**src/rtl/srtf_pkg.sv**
```systemverilog
`timescale 1ns / 1ps
// shared types and constants for the srtf process scheduler
// no dependencies

package srtf_pkg;

  localparam int NUM_SLOTS  = 16;
  localparam int BURST_BITS = 16;
  localparam int SLOT_W     = (NUM_SLOTS > 2) ? $clog2(NUM_SLOTS) : 1;

  localparam logic MODE_TICK    = 1'b0;
  localparam logic MODE_ARRIVAL = 1'b1;

  typedef enum logic [1:0] {
    EV_IDLE    = 2'd0,
    EV_RAN     = 2'd1,
    EV_DONE    = 2'd2,
    EV_ARRIVAL = 2'd3
  } srtf_event_t;

  // best-so-far candidate handed from cell to cell during a scan
  typedef struct packed {
    logic                  found;
    logic [BURST_BITS-1:0] rem;
    logic [SLOT_W-1:0]     idx;
    logic [31:0]           stamp;
    logic [BURST_BITS-1:0] burst;
  } srtf_tok_t;

  // update broadcast from the sequencer to every cell
  typedef struct packed {
    logic                  wr_en;
    logic                  run_en;
    logic [SLOT_W-1:0]     idx;
    logic [BURST_BITS-1:0] burst;
    logic [31:0]           stamp;
  } srtf_cmd_t;

endpackage

```
**src/rtl/srtf_process_scheduler.sv**
```systemverilog
`timescale 1ns / 1ps
// top level of the shortest-remaining-time-first scheduler: sequencer, cell chain
// depends on srtf_pkg and srtf_cell

// Preemptive shortest-remaining-time-first scheduler over NUM_SLOTS job slots.
// Each slot lives in a cell of a chain; a tick request is resolved by letting a
// best-so-far candidate ripple through the chain, one registered cell per cycle.
// A tick passes an accept step, scan steps until the candidate leaves the last
// cell, a step to form the turnaround and a commit step; an arrival request goes
// from its accept step straight to the commit step. One request is in work at a
// time; results sit in an output register, so a new request is taken while the
// previous result still waits, and the commit step holds only while that register
// is full and stalled. Every request yields exactly one result. Slot valid marks
// clear at reset; the per-slot times and stamps need no clearing since they are
// read only once valid.

module srtf_process_scheduler
  import srtf_pkg::*;
(
  input  logic        clk,
  input  logic        rst_n,
  // request channel
  input  logic        in_valid,
  output logic        in_stall,
  input  logic        in_mode,
  input  logic [3:0]  in_slot,
  input  logic [15:0] in_burst,
  // result channel
  output logic        out_valid,
  input  logic        out_stall,
  output logic [1:0]  out_event_res,
  output logic [3:0]  out_job_slot,
  output logic [31:0] out_finish_time,
  output logic [31:0] out_turnaround,
  output logic [31:0] out_waiting,
  output logic        out_arrival_ok
);

  typedef enum logic [3:0] {
    ST_IDLE   = 4'b0001,
    ST_SCAN   = 4'b0010,
    ST_CALC   = 4'b0100,
    ST_FINISH = 4'b1000
  } srtf_state_t;

  srtf_state_t state_r, state_nxt;

  // request held while it is in work
  logic                  mode_r;
  logic [3:0]            slot_r;
  logic [BURST_BITS-1:0] burst_r;
  logic [BURST_BITS+15:0] burst_ext;

  logic [SLOT_W-1:0] cnt_r;
  logic [31:0]       time_r;
  logic [31:0]       ta_r;

  // output register
  logic        out_valid_r;
  srtf_event_t ev_r;
  logic [3:0]  job_slot_r;
  logic [31:0] fin_r;
  logic [31:0] ta_out_r;
  logic [31:0] wt_r;
  logic        ok_r;

  srtf_tok_t             tok_chain [0:NUM_SLOTS];
  srtf_tok_t             best;
  srtf_cmd_t             cmd;
  logic [NUM_SLOTS-1:0]  valid_vec;

  logic                  in_take;
  logic                  commit;
  logic                  arr_ok;
  logic                  in_range;
  logic [SLOT_W+3:0]     slot_ext;
  logic [SLOT_W-1:0]     slot_idx;
  logic [SLOT_W+3:0]     best_ext;
  logic                  done;

  // ---------------------------------------------------------------- cell chain
  assign tok_chain[0] = '0;

  for (genvar i = 0; i < NUM_SLOTS; i++) begin : g_cell
    srtf_cell u_cell (
      .clk      (clk),
      .rst_n    (rst_n),
      .cell_idx (SLOT_W'(i)),
      .tok_i    (tok_chain[i]),
      .cmd      (cmd),
      .tok_o    (tok_chain[i+1]),
      .valid_o  (valid_vec[i])
    );
  end

  assign best = tok_chain[NUM_SLOTS];

  // ---------------------------------------------------------------- decode
  assign in_stall = (state_r != ST_IDLE);
  assign in_take  = in_valid && !in_stall;
  // commit only when the output register can take the result
  assign commit   = (state_r == ST_FINISH) && (!out_valid_r || !out_stall);

  assign burst_ext = {BURST_BITS'(0), in_burst};
  assign slot_ext  = {SLOT_W'(0), slot_r};
  assign slot_idx  = slot_ext[SLOT_W-1:0];
  assign in_range  = (32'(slot_r) < NUM_SLOTS);
  // busy slot, slot past the table and zero burst are all rejected
  assign arr_ok    = in_range && !valid_vec[slot_idx] && (burst_r != '0);

  assign best_ext = {4'b0, best.idx};
  assign done     = best.found && (best.rem == BURST_BITS'(1));

  always_comb begin
    cmd        = '0;
    cmd.burst  = burst_r;
    cmd.stamp  = time_r;
    cmd.idx    = (mode_r == MODE_ARRIVAL) ? slot_idx : best.idx;
    cmd.wr_en  = commit && (mode_r == MODE_ARRIVAL) && arr_ok;
    cmd.run_en = commit && (mode_r == MODE_TICK) && best.found;
  end

  // ---------------------------------------------------------------- sequencer
  always_comb begin
    state_nxt = state_r;
    unique case (state_r)
      ST_IDLE: begin
        if (in_take) begin
          // a chain of two or more cells always needs the scan state
          state_nxt = (in_mode == MODE_ARRIVAL) ? ST_FINISH : ST_SCAN;
        end
      end
      ST_SCAN: begin
        // leave the scan once the candidate has passed through every cell of the chain
        if (cnt_r == SLOT_W'(NUM_SLOTS - 2)) begin
          state_nxt = ST_CALC;
        end
      end
      ST_CALC: begin
        state_nxt = ST_FINISH;
      end
      ST_FINISH: begin
        if (commit) begin
          state_nxt = ST_IDLE;
        end
      end
      default: begin
        state_nxt = ST_IDLE;
      end
    endcase
  end

  always_ff @(posedge clk) begin
    if (!rst_n) begin
      state_r <= ST_IDLE;
      cnt_r   <= '0;
      time_r  <= '0;
    end else begin
      state_r <= state_nxt;
      if (state_r == ST_SCAN) begin
        cnt_r <= cnt_r + SLOT_W'(1);
      end else begin
        cnt_r <= '0;
      end
      // time advances on every tick, idle or not
      if (commit && (mode_r == MODE_TICK)) begin
        time_r <= time_r + 32'd1;
      end
    end
  end

  always_ff @(posedge clk) begin
    if (in_take) begin
      mode_r  <= in_mode;
      slot_r  <= in_slot;
      burst_r <= burst_ext[BURST_BITS-1:0];
    end
    // turnaround is taken against the time after this tick
    if (state_r == ST_CALC) begin
      ta_r <= time_r - best.stamp + 32'd1;
    end
  end

  // ---------------------------------------------------------------- result
  always_ff @(posedge clk) begin
    if (!rst_n) begin
      out_valid_r <= 1'b0;
    end else if (commit) begin
      out_valid_r <= 1'b1;
    end else if (!out_stall) begin
      out_valid_r <= 1'b0;
    end
  end

  always_ff @(posedge clk) begin
    if (commit) begin
      if (mode_r == MODE_ARRIVAL) begin
        ev_r       <= EV_ARRIVAL;
        job_slot_r <= slot_r;
        fin_r      <= '0;
        ta_out_r   <= '0;
        wt_r       <= '0;
        ok_r       <= arr_ok;
      end else if (!best.found) begin
        ev_r       <= EV_IDLE;
        job_slot_r <= '0;
        fin_r      <= '0;
        ta_out_r   <= '0;
        wt_r       <= '0;
        ok_r       <= 1'b0;
      end else if (done) begin
        ev_r       <= EV_DONE;
        job_slot_r <= best_ext[3:0];
        fin_r      <= time_r + 32'd1;
        ta_out_r   <= ta_r;
        wt_r       <= ta_r - 32'(best.burst);
        ok_r       <= 1'b0;
      end else begin
        ev_r       <= EV_RAN;
        job_slot_r <= best_ext[3:0];
        fin_r      <= '0;
        ta_out_r   <= '0;
        wt_r       <= '0;
        ok_r       <= 1'b0;
      end
    end
  end

  assign out_valid       = out_valid_r;
  assign out_event_res   = ev_r;
  assign out_job_slot    = job_slot_r;
  assign out_finish_time = fin_r;
  assign out_turnaround  = ta_out_r;
  assign out_waiting     = wt_r;
  assign out_arrival_ok  = ok_r;

endmodule

```
**src/rtl/srtf_cell.sv**
```systemverilog
`timescale 1ns / 1ps
// one job slot of the scheduler chain: slot state plus one scan stage
// depends on srtf_pkg

module srtf_cell
  import srtf_pkg::*;
(
  input  logic              clk,
  input  logic              rst_n,
  input  logic [SLOT_W-1:0] cell_idx,
  input  srtf_tok_t         tok_i,
  input  srtf_cmd_t         cmd,
  output srtf_tok_t         tok_o,
  output logic              valid_o
);

  logic                  valid_r;
  logic [BURST_BITS-1:0] rem_r;
  logic [BURST_BITS-1:0] orig_r;
  logic [31:0]           stamp_r;
  srtf_tok_t             tok_r;
  srtf_tok_t             tok_nxt;
  logic                  sel;
  logic                  hit;

  assign sel = (cmd.idx == cell_idx);
  // strict less-than keeps the earlier (lower) slot on a tie
  assign hit = valid_r && (!tok_i.found || (rem_r < tok_i.rem));

  always_comb begin
    tok_nxt = tok_i;
    if (hit) begin
      tok_nxt.found = 1'b1;
      tok_nxt.rem   = rem_r;
      tok_nxt.idx   = cell_idx;
      tok_nxt.stamp = stamp_r;
      tok_nxt.burst = orig_r;
    end
  end

  always_ff @(posedge clk) begin
    if (!rst_n) begin
      valid_r <= 1'b0;
    end else if (cmd.wr_en && sel) begin
      valid_r <= 1'b1;
    end else if (cmd.run_en && sel && (rem_r == BURST_BITS'(1))) begin
      valid_r <= 1'b0;
    end
  end

  always_ff @(posedge clk) begin
    tok_r <= tok_nxt;
    if (cmd.wr_en && sel) begin
      rem_r   <= cmd.burst;
      orig_r  <= cmd.burst;
      stamp_r <= cmd.stamp;
    end else if (cmd.run_en && sel) begin
      rem_r <= rem_r - BURST_BITS'(1);
    end
  end

  assign tok_o   = tok_r;
  assign valid_o = valid_r;

endmodule

```
**config.mk**
```make
export PLATFORM = sky130hd
export DESIGN_NAME = srtf_process_scheduler
export DESIGN_NICKNAME = d
export VERILOG_FILES = /design/src/rtl/srtf_pkg.sv /design/src/rtl/srtf_process_scheduler.sv /design/src/rtl/srtf_cell.sv
export SDC_FILE = /design/constraint.sdc
export NUM_CORES = 2
export LEC_CHECK = 0
export BUFFER_PORTS_ARGS = -buffer_cell sky130_fd_sc_hd__buf_2
export CAP_MARGIN = 10
export CORE_UTILIZATION = 63
export CTS_CLUSTER_DIAMETER = 50
export DETAILED_ROUTE_END_ITERATION = 7
export MAX_ROUTING_LAYER = met4
export PLACE_DENSITY = 0.8
export SLEW_MARGIN = 30
export SYNTH_ARGS = -nofsm -noshare
export SYNTH_HDL_FRONTEND = slang
export SYNTH_SLANG_ARGS = --single-unit
```
**constraint.sdc**
```tcl
create_clock -name clk -period 6.2 [get_ports clk]
set_input_delay 1.24 -clock clk [delete_from_list [all_inputs] [get_ports clk]]
set_output_delay 1.24 -clock clk [all_outputs]
set_load 0.05 [all_outputs]
```
# After elaboration in Yosys (flattened, before gate mapping)
# Cells that the tools add are included.
[word_totals]
ff_bits = 2341
wordCells = 477
[classes]
n_eq_ne = 42
n_reduce_logical = 143
mux = 94
n_lt_le_gt_ge = 16
n_bitwise = 3
n_addsub = 21
[ops]
columns = ["op", "count"]
rows = [
  ["68-bit 2-to-1 mux", 15],
  ["16-bit 2-to-1 mux", 32],
  ["16-bit by 1-bit == test with 1-bit output, second input constant", 17],
  ["16-bit by 1-bit subtractor with 16-bit output, second input constant", 16],
  ["16-bit less-than comparator", 15],
  ["1-bit logical AND", 71],
  ["69-bit 2-to-1 mux", 1],
  ["32-bit by 1-bit adder with 32-bit output, second input constant", 2],
  ["2-bit nonzero test", 32],
  ["4-bit == test, second input constant", 10],
  ["1-bit 2-to-1 mux", 35],
  ["32-bit by 16-bit subtractor with 32-bit output", 1],
  ["32-bit subtractor", 1],
  ["4-bit 2-to-1 mux", 7],
  ["4-bit by 3-bit == test with 1-bit output, second input constant", 5],
  ["1-bit zero test", 19],
  ["1-bit logical OR", 16],
  ["4-bit one-hot mux with 4 select lines", 1],
  ["16-bit nonzero test", 1],
  ["4-bit by 2-bit == test with 1-bit output, second input constant", 3],
  ["4-bit by 1-bit == test with 1-bit output, second input constant", 2],
  ["2-bit != test, second input constant", 3],
  ["4-bit by 5-bit less-than comparator with 1-bit output, second input constant", 1],
  ["4-bit by 1-bit adder with 4-bit output, second input constant", 1],
  ["9 further kinds", 12],
]

# Longest topological paths before layout
[logic_depth]
ltp_word = 9
mapped_depth = 13
depth_no_buf = 13

# Modules after synthesis
# From an unflattened synthesis, not the netlist that was laid out.
[hier_totals]
cells_unflattened = 6717
hier_area_um2 = 92871.6
[by_module_without_submodules]
columns = ["mod", "area_per_inst_um2", "seq_area_each_um2", "n_inst", "cells_each"]
rows = [
  ["srtf_cell", 5109.9, 3323.2, 16, 355],
  ["srtf_process_scheduler", 11113.2, 5505.3, 1, 1037],
]

# Worst setup path after synthesis
# Ideal clock, no wire load.
[synth_path]
path_kind = "input-to-reg"
start = "in out_stall"
end = "reg g_cell[11].u_cell.rem_r[0] (enable)"
setup_ns = 0.411
required_time_ns = 5.789
path_stages = 8
slack_ns = 1.223
path_buffers = 2
arrival_time_ns = 4.565
cell_sequence = "nand2_1 > nand2b_1 > inv_2 > nand2b_1 > clkbuf_1 > or3_1 > clkbuf_1 > o21ai_0"
[synth_via]
elab_chain_cells = 7
[synth_rtl]
columns = ["item", "line", "source"]
rows = [
  ["from (decl)", "srtf_process_scheduler.sv:30", "input logic out_stall,"],
  ["1-bit zero test (*)", "--", ""],
  ["1-bit logical OR (*)", "srtf_process_scheduler.sv:102", "assign commit = (state_r == ST_FINISH) && (!out_valid_r || !out_stall);"],
  ["1-bit logical AND (*)", "srtf_process_scheduler.sv:102", ""],
  ["net commit", "srtf_process_scheduler.sv:73", "logic commit;"],
  ["1-bit logical AND (on tied branches) (2 in a row)", "srtf_process_scheduler.sv:119, srtf_process_scheduler.sv:120", ""],
  ["1-bit logical AND (on tied branches)", "srtf_cell.sv:53, srtf_cell.sv:57", ""],
  ["2-bit nonzero test (no source line) (*)", "--", ""],
  ["to (signal assigned)", "srtf_cell.sv:54", "rem_r <= cmd.burst;"],
  ["to (signal assigned)", "srtf_cell.sv:58", "rem_r <= rem_r - BURST_BITS'(1);"],
  ["to (decl)", "srtf_cell.sv:18", "logic [BURST_BITS-1:0] rem_r;"],
]
# The timed path passes the listed nets; every way through them passes the cells marked *.
# A chain may end at the register's enable or synchronous reset.

# Worst setup path after layout
[layout_path]
start = "reg state_r[0]"
end = "reg g_cell[1].u_cell.stamp_r[29] (enable)"
[layout_via]
elab_chain_cells = 5
[layout_rtl]
columns = ["item", "line", "source"]
rows = [
  ["from (decl)", "srtf_process_scheduler.sv:46", "srtf_state_t state_r, state_nxt;"],
  ["from (signal assigned)", "srtf_process_scheduler.sv:159", "state_r <= state_nxt;"],
  ["4-bit == test", "srtf_process_scheduler.sv:102", ""],
  ["1-bit logical AND", "srtf_process_scheduler.sv:102", ""],
  ["net commit", "srtf_process_scheduler.sv:73", ""],
  ["1-bit logical AND (2 in a row)", "srtf_process_scheduler.sv:119", "cmd.wr_en = commit && (mode_r == MODE_ARRIVAL) && arr_ok;"],
  ["1-bit logical AND", "srtf_cell.sv:53", "if (cmd.wr_en && sel) begin"],
  ["to (signal assigned)", "srtf_cell.sv:56", "stamp_r <= cmd.stamp;"],
  ["to (decl)", "srtf_cell.sv:20", "logic [31:0] stamp_r;"],
]
# The timed path passes the listed nets, and every way through them passes these cells.

==> metrics <==
outcome=complete, no violations; ys async rst share=0; full die area=about 150000 µm²; Syn-to-layout area delta=10.8%; Num CTS Buffers=220; net load switching power=~6300 µW; Finished Layout Cells=between 9000 and 10000; register area share after synthesis=0.627; number of hold buffers added after CTS=0; mapped cell area=roughly 93000 µm²; total chip power=30600 µW; Clock power frac=0.448; critical path type=reg2reg; Via density=between 6 and 7; Max Slew Vio Count=0; first-pass GRT wire length=318000 µm; insertion delay to the later sink of the worst-skew pair=approximately 0.86 ns; Internal=between 20000 and 25000 µW; ratio of cells with drive above 1 in the final layout=0.181; Syn Area/Cell=12.9 µm²; drc violations=0; Post-Place Worst Slack=between 1.5 and 2 ns; fin worst setup slack=around 1.9 ns; CP arrival=about 4.8 ns; antenna violations before repair=1; Clock Sinks=2326; Die H=approximately 390 µm; VDD IR max=approximately 0.33 mV; pwr/cell area=about 300 nW/µm²; CTS resizes=0; Net Sw Frac=0.207; drt pass-1 iters=6; WP data required=between 6 and 7 ns; max_cap viols=0; largest net degree at the start of global routing=69; startpoint types=register; CP Capture Type=register; die width=a little under 400 µm; fin nets=around 7600; Flop pwr share=0.531; post-synth cell types=between 70 and 80; Tightest Pin Transition=1.12 ns; vias in the first global route=~55000; syn nets=~7600; Syn Inst Count=a little over 7000; initial core utilization=0.637; Rows=140; hold crit path type=reg2reg; antenna-violating nets left=0; remaining global-route overflow=0; clock buffer depth=3; gr usage total=0.280; Worst slew margin=0.252; core footprint=between 100000 and 150000 µm²; DP Wirelength=129000 µm; IO Pins=130; portion of total power attributed to combinational logic=0.021; fillers=9543; fmax=about 0.23 GHz; setup total negative slack=0 ns; CTS tree=done; RePlAce Congestion=about 0.90; leakage=about 0.040 µW; Clk pin slew, worst setup/hold paths=~0.06 ns; Setup violations, final=0; placed cells=around 8900; worst-path fanout max=45; RSZ-0062 raised after global routing=false; Routed WL=204000 µm; Tcrit/Tclk final=0.695; R2R Setup Slk=1.89 ns; buffers added on ports=approximately 130; Fin Clk Skew=~0.046 ns; WL/cell=~22 µm; Most used DFF post-synth=edfxtp_1; Final Hold Viols=0; post-synthesis register bit count=2326; Tmin final=~4.3 ns; via count=56526; CTS H-tree lvls=4; DRC marker count from the first detailed-route iteration=4987; Yosys warning total=0; Post-synth EDFFs=about 1200; root buf cell=clkbuf_16; Setup Fix Bufs, Post-CTS=0
[final cells by class]
class                           instances  area [µm²]  share of cell area
Sequential cell                      2326       58400               0.567
Tap cell                             1917        2400              0.0233
Timing Repair Buffer                  234        1500              0.0145
Antenna cell                            1        2.50           0.0000243
Clock inverter                        125        1360              0.0132
Clock buffer                          295        6220              0.0604
Inverter                              369        1400              0.0136
Multi-Input combinational cell       4086       31800               0.308
[through the flow]
stage / hold slack (ns) / area [µm²] / util
3_3_place_gp: 0.388 / 95300 / 0.652
5_1_grt: 0.415 / 103000 / 0.705
2_1_floorplan: 0.357 / 93000 / -
3_5_place_dp: 0.392 / 95400 / 0.653
6_report: 0.408 / 103000 / 0.705
4_1_cts: 0.406 / 103000 / 0.705
[state kept, by name (all words and copies together), names as in the netlist]
signal,count
g_cell.u_cell.orig_r,256
g_cell.u_cell.stamp_r,512
g_cell.u_cell.rem_r,256
out_waiting,32
g_cell.u_cell.tok_o,1089
out_arrival_ok,1
ta_r,32
time_r,32
out_turnaround,32
out_finish_time,32
cnt_r,4
mode_r,1
slot_idx,4
out_valid,1
out_job_slot,4
state_r,4
burst_r,16
g_cell.u_cell.valid_o,16
out_event_res,2
[routing by layer]
layer	up-vias	GRT usage	part of all wire
met5	-	-	0
met4	0	0.0851	0.027
met3	388	0.0385	0.068
met2	2030	0.439	0.47
met1	27715	0.380	0.44
li1	26393	-	-
[final timing paths]
check | cells after the start | to | startpoint
worst max-delay path | 8 | g_cell[1].u_cell.stamp_r[29] | state_r[0]
worst min register to register | 1 | g_cell[13].u_cell.tok_o[51] | g_cell[12].u_cell.tok_o[51]
worst min-delay path | 1 | g_cell[13].u_cell.tok_o[51] | g_cell[12].u_cell.tok_o[51]
worst max register to register | 8 | g_cell[1].u_cell.stamp_r[29] | state_r[0]
[power by group through the flow]
| stage | Clock [µW] | Sequential (µW) | Combinational (µW) |
|---|---|---|---|
| floorplan | 0 | 16600 | 324 |
| global placement | 0 | 16600 | 614 |
| detailed placement | 0 | 16600 | 628 |
| CTS | 13900 | 16200 | 636 |
| global route | 14500 | 16300 | 674 |
| finish | 13700 | 16300 | 646 |
[cells in the final DEF (no fill, tap or decap), types with 42 or more instances in the layout]
master	Yosys	layout
edfxtp_1	1180	1180
dfxtp_1	1146	1141
mux2_2	517	517
nor2_1	426	425
and2_1	424	424
inv_1	368	351
ha_1	337	337
a21oi_1	325	323
a32o_1	256	256
clkbuf_16	0	223
xnor2_1	196	196
nand2_1	170	169
o211a_1	129	129
buf_2	19	129
a31o_2	128	128
buf_4	1	100
xor2_1	92	92
a21o_1	91	89
nand3_1	94	88
nor4_1	87	87
nor3_1	79	79
o21ai_0	92	79
a221o_1	64	64
clkinv_2	0	62
and3_1	53	53
nand4_1	45	45
o21a_1	43	43
nand2b_1	50	42
[cells by family (layout without fill, tap and decap cells)]
logic type                 count (synthesis)  after routing  share of synthesized area
DFF                                     2326           2326                      0.627
buffers and inverters                    782           1023                     0.0339
other                                      0              1                          0
and+or+nand+nor                         1627           1627                     0.0929
xor gates and xnor gates                 288            288                     0.0271
muxes                                    530            530                     0.0648
adders and majority gates                339            339                     0.0458
AOI/OAI and AO/OA                       1302           1302                      0.108
[Yosys cell counts (16+ instances only)]
cell type     n  area, µm²
buf_2        19       95.1
nor2_1      426       1600
o31ai_1      37        278
nor3b_1      20        150
and2_1      424       2650
inv_1       368       1380
buf_6        22        248
nor4_1       87        544
nand2b_1     50        313
buf_1       101        379
a21o_1       91        683
nand3_1      94        470
xor2_1       92        806
nand2_1     170        638
clkbuf_1    268       1010
nor2b_1      33        206
o21a_1       43        323
nor4b_1      18        158
edfxtp_1   1180      35400
mux2_2      517       5820
nor3_1       79        395
o21ai_0      92        460
ha_1        337       4220
or4_1        32        240
a21boi_0     17        128
o211ai_1     16        120
a32o_1      256       2560
or2_2        23        144
a21oi_1     325       1630
and4_1       16        140
o211a_1     129       1290
xnor2_1     196       1720
nand4_1      45        282
a31o_2      128       1120
or3_1        46        288
and3_1       53        332
a221o_1      64        641
dfxtp_1    1146      22900
[critical path, stage by stage, from the launching register on]
cell	delay, ns
dfxtp_1	0.34
or4b_2	0.69
nand2b_1	0.33
inv_4	0.49
nand2_1	0.32
or3_1	0.43
buf_4	0.26
inv_2	0.65
buf_4	0.41
Note: power is estimated with default switching activity, not from simulation.
